### config.mk
export PLATFORM = sky130hd
export DESIGN_NAME = bc_texture_block_decoder_top
export DESIGN_NICKNAME = d
export VERILOG_FILES = /design/src/hw/rtl/bctd_pkg.sv /design/src/hw/rtl/bc_texture_block_decoder_top.sv /design/src/hw/rtl/bctd_front.sv /design/src/hw/rtl/bctd_queue.sv /design/src/hw/rtl/bctd_back.sv
export SDC_FILE = /design/constraint.sdc
export NUM_CORES = 2
export LEC_CHECK = 0
export BUFFER_PORTS_ARGS = -buffer_cell sky130_fd_sc_hd__buf_2
export CAP_MARGIN = 10
export CORE_UTILIZATION = 50
export DETAILED_ROUTE_END_ITERATION = 8
export PLACE_DENSITY = 0.66
export SKIP_CTS_REPAIR_TIMING = 1
export SLEW_MARGIN = 20
export SYNTH_ARGS = -nofsm -noshare
export SYNTH_HDL_FRONTEND = slang
export SYNTH_SLANG_ARGS = --single-unit
### constraint.sdc
create_clock -name clk -period 34.1 [get_ports clk]
set_input_delay 0 -clock clk [delete_from_list [all_inputs] [get_ports clk]]
set_output_delay 0 -clock clk [all_outputs]
set_load 0.01 [all_outputs]
### src/hw/rtl/bctd_pkg.sv
`timescale 1ns / 1ps
package bctd_pkg;

    // block formats
    localparam logic [2:0] FMT_DXT1  = 3'd0;
    localparam logic [2:0] FMT_DXT3  = 3'd1;
    localparam logic [2:0] FMT_DXT5  = 3'd2;
    localparam logic [2:0] FMT_LATC1 = 3'd3;
    localparam logic [2:0] FMT_LATC2 = 3'd4;

    // largest block edge in texels
    localparam logic [2:0] DIM_MAX = 3'd4;

    // entries of the descriptor queue between front and back
    localparam int Q_DEPTH = 2;
    localparam int Q_PTR_W = $clog2(Q_DEPTH);

    // one compressed block as it arrives
    typedef struct packed {
        logic [63:0] first_word;
        logic [63:0] second_word;
        logic [2:0]  valid_width;
        logic [2:0]  valid_height;
    } bctd_in_t;

    // one decoded texel
    typedef struct packed {
        logic [1:0] texel_col;
        logic [1:0] texel_row;
        logic [7:0] chan_red;
        logic [7:0] chan_green;
        logic [7:0] chan_blue;
        logic [7:0] chan_alpha;
        logic       last_texel;
    } bctd_out_t;

    // block with its palettes resolved, ready for texel lookup
    typedef struct packed {
        logic [2:0]             fmt;
        logic [2:0]             width;
        logic [2:0]             height;
        logic [3:0][2:0][7:0]   col_pal;   // [entry][r,g,b]
        logic [31:0]            col_idx;
        logic [1:0][7:0][7:0]   ramp_pal;  // [0] from first word, [1] from second word
        logic [1:0][47:0]       ramp_idx;
        logic [63:0]            alpha4;
    } bctd_desc_t;

    // rgb565 widened by a plain shift, [0] red, [1] green, [2] blue
    function automatic logic [2:0][7:0] rgb565(input logic [15:0] c);
        logic [2:0][7:0] e;
        e[0] = {c[15:11], 3'b000};
        e[1] = {c[10:5], 2'b00};
        e[2] = {c[4:0], 3'b000};
        return e;
    endfunction

    // clamp a block edge to 4
    function automatic logic [2:0] sat_dim(input logic [2:0] d);
        return (d > DIM_MAX) ? DIM_MAX : d;
    endfunction

    // floor(x / 3) for x up to 766, reciprocal multiply
    function automatic logic [7:0] div3(input logic [9:0] x);
        logic [19:0] p;
        p = {10'd0, x} * 20'd683;
        return p[18:11];
    endfunction

    // floor(x / 5) for x up to 1275
    function automatic logic [7:0] div5(input logic [10:0] x);
        logic [23:0] p;
        p = {13'd0, x} * 24'd6554;
        return p[22:15];
    endfunction

    // floor(x / 7) for x up to 1785
    function automatic logic [7:0] div7(input logic [10:0] x);
        logic [23:0] p;
        p = {13'd0, x} * 24'd4682;
        return p[22:15];
    endfunction

endpackage

### src/hw/rtl/bc_texture_block_decoder_top.sv
`timescale 1ns / 1ps
// Decodes one 4x4 DXT1, DXT3, DXT5, LATC1 or LATC2 block per transaction on blk and returns
// its texels on texel one per transaction, row-major over the clipped area, with last_texel on
// the final one. The format comes from cfg_data; the user must write it with cfg_we only while
// no block is in flight, and the block itself does not enforce this. In the front a block is
// loaded, its numerators are summed and its palettes divided, and it then waits in a two-entry
// queue; the front takes a new block only after handing the last one to the queue. The back
// emits one texel per cycle while pop takes them. A block with zero width or height is taken and
// yields no texels. A texel passes the payload, numerator, queue and output registers in turn.
module bc_texture_block_decoder_top import bctd_pkg::*;
(
    input  logic       clk,
    input  logic       rst_n,
    input  logic       push,
    output logic       full,
    input  bctd_in_t   blk,
    output logic       empty,
    input  logic       pop,
    output bctd_out_t  texel,
    input  logic       cfg_we,
    input  logic [2:0] cfg_data
);

    logic [2:0] fmt_reg;
    logic       q_wr, q_full, q_valid, q_rd;
    bctd_desc_t q_wdata, q_rdata;

    // format register
    always_ff @(posedge clk or negedge rst_n)
    begin
        if (!rst_n)
            fmt_reg <= FMT_DXT1;
        else if (cfg_we)
            fmt_reg <= cfg_data;
    end

    bctd_front u_front
    (
        .clk    (clk),
        .rst_n  (rst_n),
        .push   (push),
        .full   (full),
        .blk    (blk),
        .fmt    (fmt_reg),
        .q_wr   (q_wr),
        .q_data (q_wdata),
        .q_full (q_full)
    );

    bctd_queue u_queue
    (
        .clk     (clk),
        .rst_n   (rst_n),
        .wr      (q_wr),
        .wr_data (q_wdata),
        .full    (q_full),
        .valid   (q_valid),
        .rd_data (q_rdata),
        .rd      (q_rd)
    );

    bctd_back u_back
    (
        .clk     (clk),
        .rst_n   (rst_n),
        .q_valid (q_valid),
        .q_data  (q_rdata),
        .q_rd    (q_rd),
        .empty   (empty),
        .pop     (pop),
        .texel   (texel)
    );

endmodule

### src/hw/rtl/bctd_front.sv
`timescale 1ns / 1ps
module bctd_front import bctd_pkg::*;
(
    input  logic       clk,
    input  logic       rst_n,
    input  logic       push,
    output logic       full,
    input  bctd_in_t   blk,
    input  logic [2:0] fmt,
    output logic       q_wr,
    output bctd_desc_t q_data,
    input  logic       q_full
);

    localparam logic [1:0] F_IDLE = 2'd0;
    localparam logic [1:0] F_SUM  = 2'd1;
    localparam logic [1:0] F_DIV  = 2'd2;

    logic [1:0]  state_reg, state_next;
    logic [63:0] w0_reg, w1_reg;
    logic [2:0]  fmt_reg, vw_reg, vh_reg;
    logic        four_reg, four_next;
    logic [1:0][2:0][9:0]  cn_reg, cn_next;   // colour entries 2 and 3 numerators
    logic [1:0][5:0][10:0] r8_reg, r8_next;   // eight-value ramp, entries 2..7
    logic [1:0][3:0][10:0] r6_reg, r6_next;   // six-value ramp, entries 2..5

    logic [2:0]  vw_sat, vh_sat;
    logic        take;
    logic [63:0] colw;
    logic [2:0][7:0] e0, e1;
    logic [1:0][7:0] a0, a1;

    assign vw_sat = sat_dim(blk.valid_width);
    assign vh_sat = sat_dim(blk.valid_height);
    assign full   = (state_reg != F_IDLE);
    assign take   = push && !full;

    // operands common to both compute phases
    always_comb
    begin
        colw = (fmt_reg == FMT_DXT1) ? w0_reg : w1_reg;
        e0   = rgb565(colw[15:0]);
        e1   = rgb565(colw[31:16]);
        a0[0] = w0_reg[7:0];
        a1[0] = w0_reg[15:8];
        a0[1] = w1_reg[7:0];
        a1[1] = w1_reg[15:8];
    end

    // interpolation numerators
    always_comb
    begin
        four_next = (colw[15:0] > colw[31:16]) || (fmt_reg == FMT_DXT5);
        for (int ch = 0; ch < 3; ch++)
        begin
            cn_next[0][ch] = {1'b0, e0[ch], 1'b0} + {2'b00, e1[ch]} + 10'd1;
            cn_next[1][ch] = {2'b00, e0[ch]} + {1'b0, e1[ch], 1'b0} + 10'd1;
        end
        for (int b = 0; b < 2; b++)
        begin
            for (int k = 2; k < 8; k++)
                r8_next[b][k-2] = 11'(8 - k) * {3'b000, a0[b]}
                                + 11'(k - 1) * {3'b000, a1[b]};
            for (int k = 2; k < 6; k++)
                r6_next[b][k-2] = 11'(6 - k) * {3'b000, a0[b]}
                                + 11'(k - 1) * {3'b000, a1[b]};
        end
    end

    // palettes from the registered numerators
    always_comb
    begin
        q_data        = '0;
        q_data.fmt    = fmt_reg;
        q_data.width  = vw_reg;
        q_data.height = vh_reg;
        q_data.col_idx = colw[63:32];
        q_data.alpha4 = w0_reg;
        q_data.ramp_idx[0] = w0_reg[63:16];
        q_data.ramp_idx[1] = w1_reg[63:16];
        for (int ch = 0; ch < 3; ch++)
        begin
            q_data.col_pal[0][ch] = e0[ch];
            q_data.col_pal[1][ch] = e1[ch];
            if (four_reg)
            begin
                q_data.col_pal[2][ch] = div3(cn_reg[0][ch]);
                q_data.col_pal[3][ch] = div3(cn_reg[1][ch]);
            end
            else
            begin
                q_data.col_pal[2][ch] = 8'(({1'b0, e0[ch]} + {1'b0, e1[ch]} + 9'd1) >> 1);
                q_data.col_pal[3][ch] = 8'd0;
            end
        end
        for (int b = 0; b < 2; b++)
        begin
            q_data.ramp_pal[b][0] = a0[b];
            q_data.ramp_pal[b][1] = a1[b];
            for (int k = 2; k < 8; k++)
            begin
                if (a0[b] > a1[b])
                    q_data.ramp_pal[b][k] = div7(r8_reg[b][k-2]);
                else if (k < 6)
                    q_data.ramp_pal[b][k] = div5(r6_reg[b][k-2]);
                else if (k == 6)
                    q_data.ramp_pal[b][k] = 8'd0;
                else
                    q_data.ramp_pal[b][k] = 8'd255;
            end
        end
    end

    // sequencer: load, sum, divide and hand over
    always_comb
    begin
        state_next = state_reg;
        q_wr       = 1'b0;
        case (state_reg)
            F_IDLE:
            begin
                if (take && vw_sat != 3'd0 && vh_sat != 3'd0)
                    state_next = F_SUM;
            end
            F_SUM:
            begin
                state_next = F_DIV;
            end
            F_DIV:
            begin
                if (!q_full)
                begin
                    q_wr       = 1'b1;
                    state_next = F_IDLE;
                end
            end
            default:
            begin
                state_next = F_IDLE;
            end
        endcase
    end

    always_ff @(posedge clk or negedge rst_n)
    begin
        if (!rst_n)
            state_reg <= F_IDLE;
        else
            state_reg <= state_next;
    end

    // block payload and numerators
    always_ff @(posedge clk)
    begin
        if (take)
        begin
            w0_reg  <= blk.first_word;
            w1_reg  <= blk.second_word;
            fmt_reg <= fmt;
            vw_reg  <= vw_sat;
            vh_reg  <= vh_sat;
        end
        if (state_reg == F_SUM)
        begin
            four_reg <= four_next;
            cn_reg   <= cn_next;
            r8_reg   <= r8_next;
            r6_reg   <= r6_next;
        end
    end

endmodule

### src/hw/rtl/bctd_queue.sv
`timescale 1ns / 1ps
module bctd_queue import bctd_pkg::*;
(
    input  logic       clk,
    input  logic       rst_n,
    input  logic       wr,
    input  bctd_desc_t wr_data,
    output logic       full,
    output logic       valid,
    output bctd_desc_t rd_data,
    input  logic       rd
);

    bctd_desc_t         mem_reg [Q_DEPTH];
    logic [Q_PTR_W-1:0] wr_ptr_reg, rd_ptr_reg;
    logic [Q_PTR_W:0]   count_reg;
    logic               do_wr, do_rd;

    assign full    = (count_reg == (Q_PTR_W + 1)'(Q_DEPTH));
    assign valid   = (count_reg != '0);
    assign rd_data = mem_reg[rd_ptr_reg];
    assign do_wr   = wr && !full;
    assign do_rd   = rd && valid;

    // pointers and fill count
    always_ff @(posedge clk or negedge rst_n)
    begin
        if (!rst_n)
        begin
            wr_ptr_reg <= '0;
            rd_ptr_reg <= '0;
            count_reg  <= '0;
        end
        else
        begin
            if (do_wr)
                wr_ptr_reg <= wr_ptr_reg + 1'b1;
            if (do_rd)
                rd_ptr_reg <= rd_ptr_reg + 1'b1;
            if (do_wr && !do_rd)
                count_reg <= count_reg + 1'b1;
            else if (do_rd && !do_wr)
                count_reg <= count_reg - 1'b1;
        end
    end

    // entry storage
    always_ff @(posedge clk)
    begin
        if (do_wr)
            mem_reg[wr_ptr_reg] <= wr_data;
    end

endmodule

### src/hw/rtl/bctd_back.sv
`timescale 1ns / 1ps
module bctd_back import bctd_pkg::*;
(
    input  logic       clk,
    input  logic       rst_n,
    input  logic       q_valid,
    input  bctd_desc_t q_data,
    output logic       q_rd,
    output logic       empty,
    input  logic       pop,
    output bctd_out_t  texel
);

    logic [1:0] col_reg, row_reg;
    logic       out_valid_reg;
    bctd_out_t  out_reg, tx;
    logic       out_ready, advance;
    logic       col_end, row_end;
    logic [3:0] t;
    logic [1:0] ci;
    logic [5:0] rbase;
    logic [2:0] k0, k1;
    logic [3:0] nib;

    assign out_ready = !out_valid_reg || pop;
    assign advance   = q_valid && out_ready;
    assign col_end   = ({1'b0, col_reg} + 3'd1) == q_data.width;
    assign row_end   = ({1'b0, row_reg} + 3'd1) == q_data.height;
    assign q_rd      = advance && col_end && row_end;
    assign empty     = !out_valid_reg;
    assign texel     = out_reg;

    // texel lookup
    always_comb
    begin
        t     = {row_reg, col_reg};
        ci    = q_data.col_idx[{t, 1'b0} +: 2];
        rbase = {2'b00, t} + {1'b0, t, 1'b0};
        k0    = q_data.ramp_idx[0][rbase +: 3];
        k1    = q_data.ramp_idx[1][rbase +: 3];
        nib   = q_data.alpha4[{t, 2'b00} +: 4];

        tx            = '0;
        tx.texel_col  = col_reg;
        tx.texel_row  = row_reg;
        tx.last_texel = col_end && row_end;
        case (q_data.fmt)
            FMT_DXT1:
            begin
                tx.chan_red   = q_data.col_pal[ci][0];
                tx.chan_green = q_data.col_pal[ci][1];
                tx.chan_blue  = q_data.col_pal[ci][2];
            end
            FMT_DXT3:
            begin
                tx.chan_red   = q_data.col_pal[ci][0];
                tx.chan_green = q_data.col_pal[ci][1];
                tx.chan_blue  = q_data.col_pal[ci][2];
                tx.chan_alpha = {nib, nib};
            end
            FMT_DXT5:
            begin
                tx.chan_red   = q_data.col_pal[ci][0];
                tx.chan_green = q_data.col_pal[ci][1];
                tx.chan_blue  = q_data.col_pal[ci][2];
                tx.chan_alpha = q_data.ramp_pal[0][k0];
            end
            FMT_LATC1:
            begin
                tx.chan_red = q_data.ramp_pal[0][k0];
            end
            FMT_LATC2:
            begin
                tx.chan_red   = q_data.ramp_pal[1][k1];
                tx.chan_green = q_data.ramp_pal[0][k0];
            end
            default:
            begin
                tx.chan_red = 8'd0;
            end
        endcase
    end

    // texel walk and output register
    always_ff @(posedge clk or negedge rst_n)
    begin
        if (!rst_n)
        begin
            col_reg       <= '0;
            row_reg       <= '0;
            out_valid_reg <= 1'b0;
        end
        else
        begin
            if (advance)
            begin
                out_valid_reg <= 1'b1;
                if (col_end)
                begin
                    col_reg <= '0;
                    row_reg <= row_end ? 2'd0 : row_reg + 2'd1;
                end
                else
                begin
                    col_reg <= col_reg + 2'd1;
                end
            end
            else if (pop)
            begin
                out_valid_reg <= 1'b0;
            end
        end
    end

    always_ff @(posedge clk)
    begin
        if (advance)
            out_reg <= tx;
    end

endmodule

### Yosys cells after proc, flatten, opt, wreduce, memory -nomap -nowiden

Memories as Yosys holds them, arrays and structs flattened.
Cells that the tools add are included.

| storage, ports and cells | value |
|---|---|
| RAM bits | 818 |
| output and inout port bits | 39 |
| word-level logic and storage cells | 230 |
| bits in registers | 469 |
| memories | 1 |
| input port bits | 142 |

| operators by class | value |
|---|---|
| multipliers | 38 |
| shifts and indexed selects | 4 |
| multiplexer cells | 43 |
| magnitude comparators | 8 |
| equality and inequality tests | 12 |
| reductions and logical operators | 30 |
| $add $sub $neg | 47 |

Memory list:

| name | words | width | read ports | clocked after memory_dff | wr ports | RTL line | text |
|---|---|---|---|---|---|---|---|
| u_queue.mem_reg | 2 | 409 | 1 | 0 | 1 | bctd_queue.sv:14 | `bctd_desc_t mem_reg [Q_DEPTH];` |

Operators by type and width:

| operator | count |
|---|---|
| 11-bit by 12-bit multiplier with 22-bit output (second input constant) | 20 |
| 8-bit two-way mux | 20 |
| 10-bit by 10-bit multiplier with 19-bit output (second input constant) | 6 |
| 48-bit by 7-bit variable part select with 3-bit output | 2 |
| 2-bit by 8-bit multiplier with 10-bit output (first input constant) | 8 |
| 64-bit two-way mux | 1 |
| 64-bit by 7-bit variable part select with 4-bit output | 1 |
| 10-bit by 1-bit adder with 10-bit output (second input constant) | 6 |
| 24-bit binary-select mux with 2-bit select | 1 |
| 8-bit binary-select mux with 3-bit select | 2 |
| 10-bit by 10-bit adder with 11-bit output | 4 |
| 3-bit by 8-bit multiplier with 11-bit output (first input constant) | 4 |
| 8-bit case mux with 2 select lines | 2 |
| 32-bit by 6-bit variable part select with 2-bit output | 1 |
| 8-bit by 9-bit adder with 10-bit output | 3 |
| 9-bit by 8-bit adder with 10-bit output | 3 |
| 8-bit by 8-bit adder with 9-bit output | 3 |
| 9-bit by 1-bit adder with 9-bit output (second input constant) | 3 |
| 24-bit two-way mux | 1 |
| 8-bit case mux with 3 select lines | 1 |
| 10-bit by 8-bit adder with 11-bit output | 2 |
| 10-bit by 9-bit adder with 11-bit output | 2 |
| 11-bit by 8-bit adder with 11-bit output | 2 |
| 11-bit by 9-bit adder with 11-bit output | 2 |
| other kinds (35) | 82 |

### Longest topological paths before layout

| depth | value |
|---|---|
| depth in word-level cells | 9 |
| depth in mapped cells | 22 |
| depth with buffers taken out | 22 |

### Cells and area by module

Synthesis repeated with hierarchy kept, for this count alone.

| unflattened totals | value |
|---|---|
| cell total of the unflattened synthesis | 8,271 |
| area total of the unflattened synthesis | 103,013.8 µm² |

Modules (own cells, without submodules):

| module | cells each | sequential area each (µm²) | instances | area each (µm²) |
|---|---|---|---|---|
| bctd_front | 6,408 | 11,521.0 | 1 | 65,195.0 |
| bctd_queue | 1,341 | 25,624.6 | 1 | 30,843.3 |
| bctd_back | 516 | 1,236.2 | 1 | 6,866.6 |
| bc_texture_block_decoder_top | 6 | 75.1 | 1 | 108.9 |

### Worst setup path after synthesis

OpenSTA, ideal clock, no wires.

| timing | value |
|---|---|
| kind | reg-to-reg |
| from | register u_front.state_reg[0] |
| to | memory u_queue.mem_reg[0][100] (netlist bit) (enable) |
| setup time | 1.059 ns |
| data arrival time | 14.969 ns |
| period minus slack after synthesis | 16.028 ns |
| data required time | 33.041 ns |
| cell stages (with the launch flop) | 4 |
| buffers on the path | 0 |
| setup slack | 18.072 ns |
| cells stage by stage | dfrtp_1 nand2b_1 nand2b_1 nor2_1 |

| between the ends | value |
|---|---|
| word-level cells in the longest chain between the ends | 5 |

Ends and longest elaborated chain:

| item | RTL line | text |
|---|---|---|
| start: declaration | bctd_front.sv:19 | `logic [1:0] state_reg, state_next;` |
| start signal: assignment | bctd_front.sv:149 | `state_reg <= state_next;` |
| 2-bit == test | bctd_front.sv:119 | `case (state_reg)` |
| 1-bit two-way mux | bctd_front.sv:119 |  |
| 1-bit logical AND | bctd_queue.sv:22 | `assign do_wr = wr && !full;` |
| 1-bit two-way mux | bctd_queue.sv:50 | `if (do_wr)` |
| 1-bit two-way mux (implied by the code) | bctd_queue.sv:51 | `mem_reg[wr_ptr_reg] <= wr_data;` |
| end: declaration | bctd_queue.sv:14 |  |

Every way passes these cells.

==> impl_metrics.py <==
metrics = {
    "global_route": {
        "grt_pass1_vias": 63074,
        "gr-total-overflow": 0,
        "grt_max_degree": 155,
        "antenna_found_initial": 3,
        "gr-usage-all-layers_pct": 24.8,
        "grt_first_pass_wirelength_um": 364000,
    },
    "worst_hold_path": {
        "hold_depth": 4,
        "min-delay-start": "pop",
        "hp-class": "in2reg",
    },
    "sta": {
        "tightestPinTransition_ns": 1.14,
        "slew_headroom_pct": 23.3,
        "post-route-min-period_ns": 5.91,
        "hold_violations": 0,
        "rsz0062_at_grt": "no",
        "finalSetupTns_ns": 0,
        "setup_slack_ns": 28.19,
        "max_freq_mhz": 169,
        "slew_viol_final": 0,
        "skew_ns": 0.0363,
        "post-route-period-util_pct": 17.3,
        "setup_viol": 0,
    },
    "clock_network": {
        "clock_latency_ns": 0.79,
        "ctsLongestPathBuffers": 3,
        "clockRootBuffer": "clkbuf_16",
        "clkSlewWorstSetupHoldPaths_ns": 0.06,
        "cts_tree": "yes",
        "htreeDepth": 4,
        "cts_num_sinks": 1123,
        "cts_buffers": 132,
    },
    "worst_setup_path": {
        "crit_type": "reg2reg",
        "reg2reg_depth": 20,
        "cp.buffers_inverters": 4,
        "startpoint_type": "register",
        "critPathArrivalTime_ns": 6.43,
        "cp_max_fo": 5,
        "cp_common_cell": "inv_1",
        "cpPeakStageDelay_ns": 0.63,
        "crit_required_ns": 34.62,
        "slowest_stage": "o41ai_1",
        "worstPathCellList": "ha_1 -> ha_1 -> inv_1 -> fa_1 -> inv_1 -> fa_1 -> inv_1 -> fa_1 -> inv_1 -> ha_1 -> o21a_1 -> o21a_1 -> o21a_1 -> o21ai_0 -> a31oi_1 -> o31a_1 -> o41ai_1 -> o21ai_0 -> xor2_1 -> a22o_1",
        "cp.depth": 20,
        "crit_path_end_kind": "register",
        "crit_start": "u_front.r6_reg[2]",
        "rr_startpoint": "u_front.r6_reg[2]",
        "crit_family": "adder cells",
    },
    "yosys": {
        "synth_most_common_cell": "ha_1",
        "seq_area_frac_synth_pct": 35.0,
        "synthTopCellsByArea": "edfxtp_1 35%, ha_1 24%, fa_1 12%",
        "synth.largest_area_cell": "edfxtp_1",
        "yosysTopAreaCellShare_pct": 34.7,
        "ys_warn_count": 0,
        "synth_commonest_cells": "1838 x ha_1, 1507 x inv_1, 1109 x edfxtp_1, 568 x fa_1, 298 x xnor2_1",
        "syn_avg_cell_area_um2": 12.3,
        "ys_ff_latch": 1123,
        "syn-cell-area_um2": 96000,
        "yosysUniqueCellTypes": 85,
        "ys.flop_type": "edfxtp_1",
        "synthArstFlopShare_pct": 1.25,
        "synth-edff-count": 1109,
        "syn_nets": 10369,
        "synthCells": 7821,
    },
    "placed_design": {
        "gp_congestion": 0.895,
        "io_buffer_count": 180,
        "dp_slack_ns": 28.06,
        "dpl_cell_area_um2": 100000,
        "dpl.hpwl_um": 186000,
    },
    "floorplanning": {
        "start_util_pct": 50.5,
        "coreArea_um2": 190000,
        "die_area_um2": 194000,
        "ios": 181,
        "num_rows": 160,
        "dieWidth_um": 440,
        "die-height_um": 440,
    },
    "layout": {
        "seq_area_um2": 33700,
        "drive_gt1_share_pct": 10.2,
        "area_growth_pct": 12.1,
        "largest_reg_flops": 690,
        "n_antenna_cell": 0,
        "multi_input_area_um2": 56200,
        "design_area_um2": 108000,
        "final_nets": 10929,
        "nFillCells": 15430,
    },
    "run_status": {
        "status": "complete, no violations",
    },
    "routing": {
        "drc": 0,
        "ant_nets": 0,
        "vias_per_cell": 5.59,
        "wl_per_cell_um": 22.0,
        "drt-initial-drc-count": 3990,
        "vias": 61462,
        "drt_first_pass_iters": 9,
        "drt-total-wl_um": 241000,
    },
    "flow_run": {
        "maxCapViolations": 0,
    },
}
==> path summary, 6_finish.rpt <==
check	to	slack [ns]
worst max-delay path	u_queue.mem_reg[0][182]	28.19
worst min register to register	u_front.fmt_reg[1]	0.46
worst max register to register	u_queue.mem_reg[0][182]	28.19
min in group asynchronous	u_back.row_reg[0]	0.45
worst min-delay path	u_back.out_valid_reg	0.03
max in group asynchronous	u_queue.rd_ptr_reg	33.01
==> cells by family after synthesis <==
| group | after synthesis | share of synthesized area (%) |
|---|---|---|
| AO/OA/AOI/OAI | 934 | 6.22 |
| XOR/XNOR | 416 | 3.79 |
| adder cells (fa/ha/maj) | 2406 | 35.8 |
| buffers and inverters | 1629 | 6.54 |
| flip-flops | 1123 | 35.0 |
| multiplexers | 444 | 8.08 |
| AND/OR/NAND/NOR | 869 | 4.55 |
==> through the flow <==
step	hold slack, ns	utilization, %	cells
2_1_floorplan	-0.296	-	7821
3_3_place_gp	-0.0302	52.7	10482
3_5_place_dp	-0.0242	52.7	10482
4_1_cts	-0.877	55.1	10719
5_1_grt	0.00758	56.5	10995
6_report	0.0288	56.5	10995
==> per-layer routing <==
layer	share of wire [%]	wire length, µm	global-route usage [%]	vias to the layer above
li1	-	-	-	28674
met1	41	99200	31.2	30887
met2	50	120000	43.3	1537
met3	4.4	10700	2.82	362
met4	4.7	11400	10.3	2
met5	0.0054	13	0	-
==> placed cells by master, fill, tap and decap left out, drive strengths merged, types with 73 or more instances in the layout <==
master | netlist | routed
inv | 1509 | 1520
nor3 | 96 | 96
o21ai | 170 | 170
mux2i | 104 | 104
nor2 | 259 | 259
dlygate4sd3 | 0 | 275
a21o | 95 | 95
fa | 568 | 568
nand2 | 133 | 133
o21bai | 106 | 106
ha | 1838 | 1838
edfxtp | 1109 | 1109
xor2 | 118 | 118
buf | 72 | 270
clkbuf | 47 | 153
nand3 | 73 | 73
mux4 | 256 | 256
mux2 | 84 | 84
xnor2 | 298 | 298
a21oi | 295 | 295
==> final cells by class <==
cell class | instances | share of cell area, %
multi-input cells | 5069 | 52.2
flip-flops and latches | 1123 | 31.3
inverters | 1510 | 5.27
repair buffers | 545 | 4.06
clock buffers | 153 | 3.18
well taps | 2511 | 2.92
clock inverters | 84 | 1.09
==> worst reg2reg max path: cells and delay by family, from the launching register on <==
kind | cells | cell delay, ns
AO/OA/AOI/OAI | 9 | 2.22
adder cells (fa/ha/maj) | 6 | 2.52
XOR/XNOR | 1 | 0.19
flip-flops | 1 | 0.49
buffers and inverters | 4 | 0.21
Power is not shown: default switching activity piles up to over one toggle a cycle in this logic, so the estimate is an artifact.
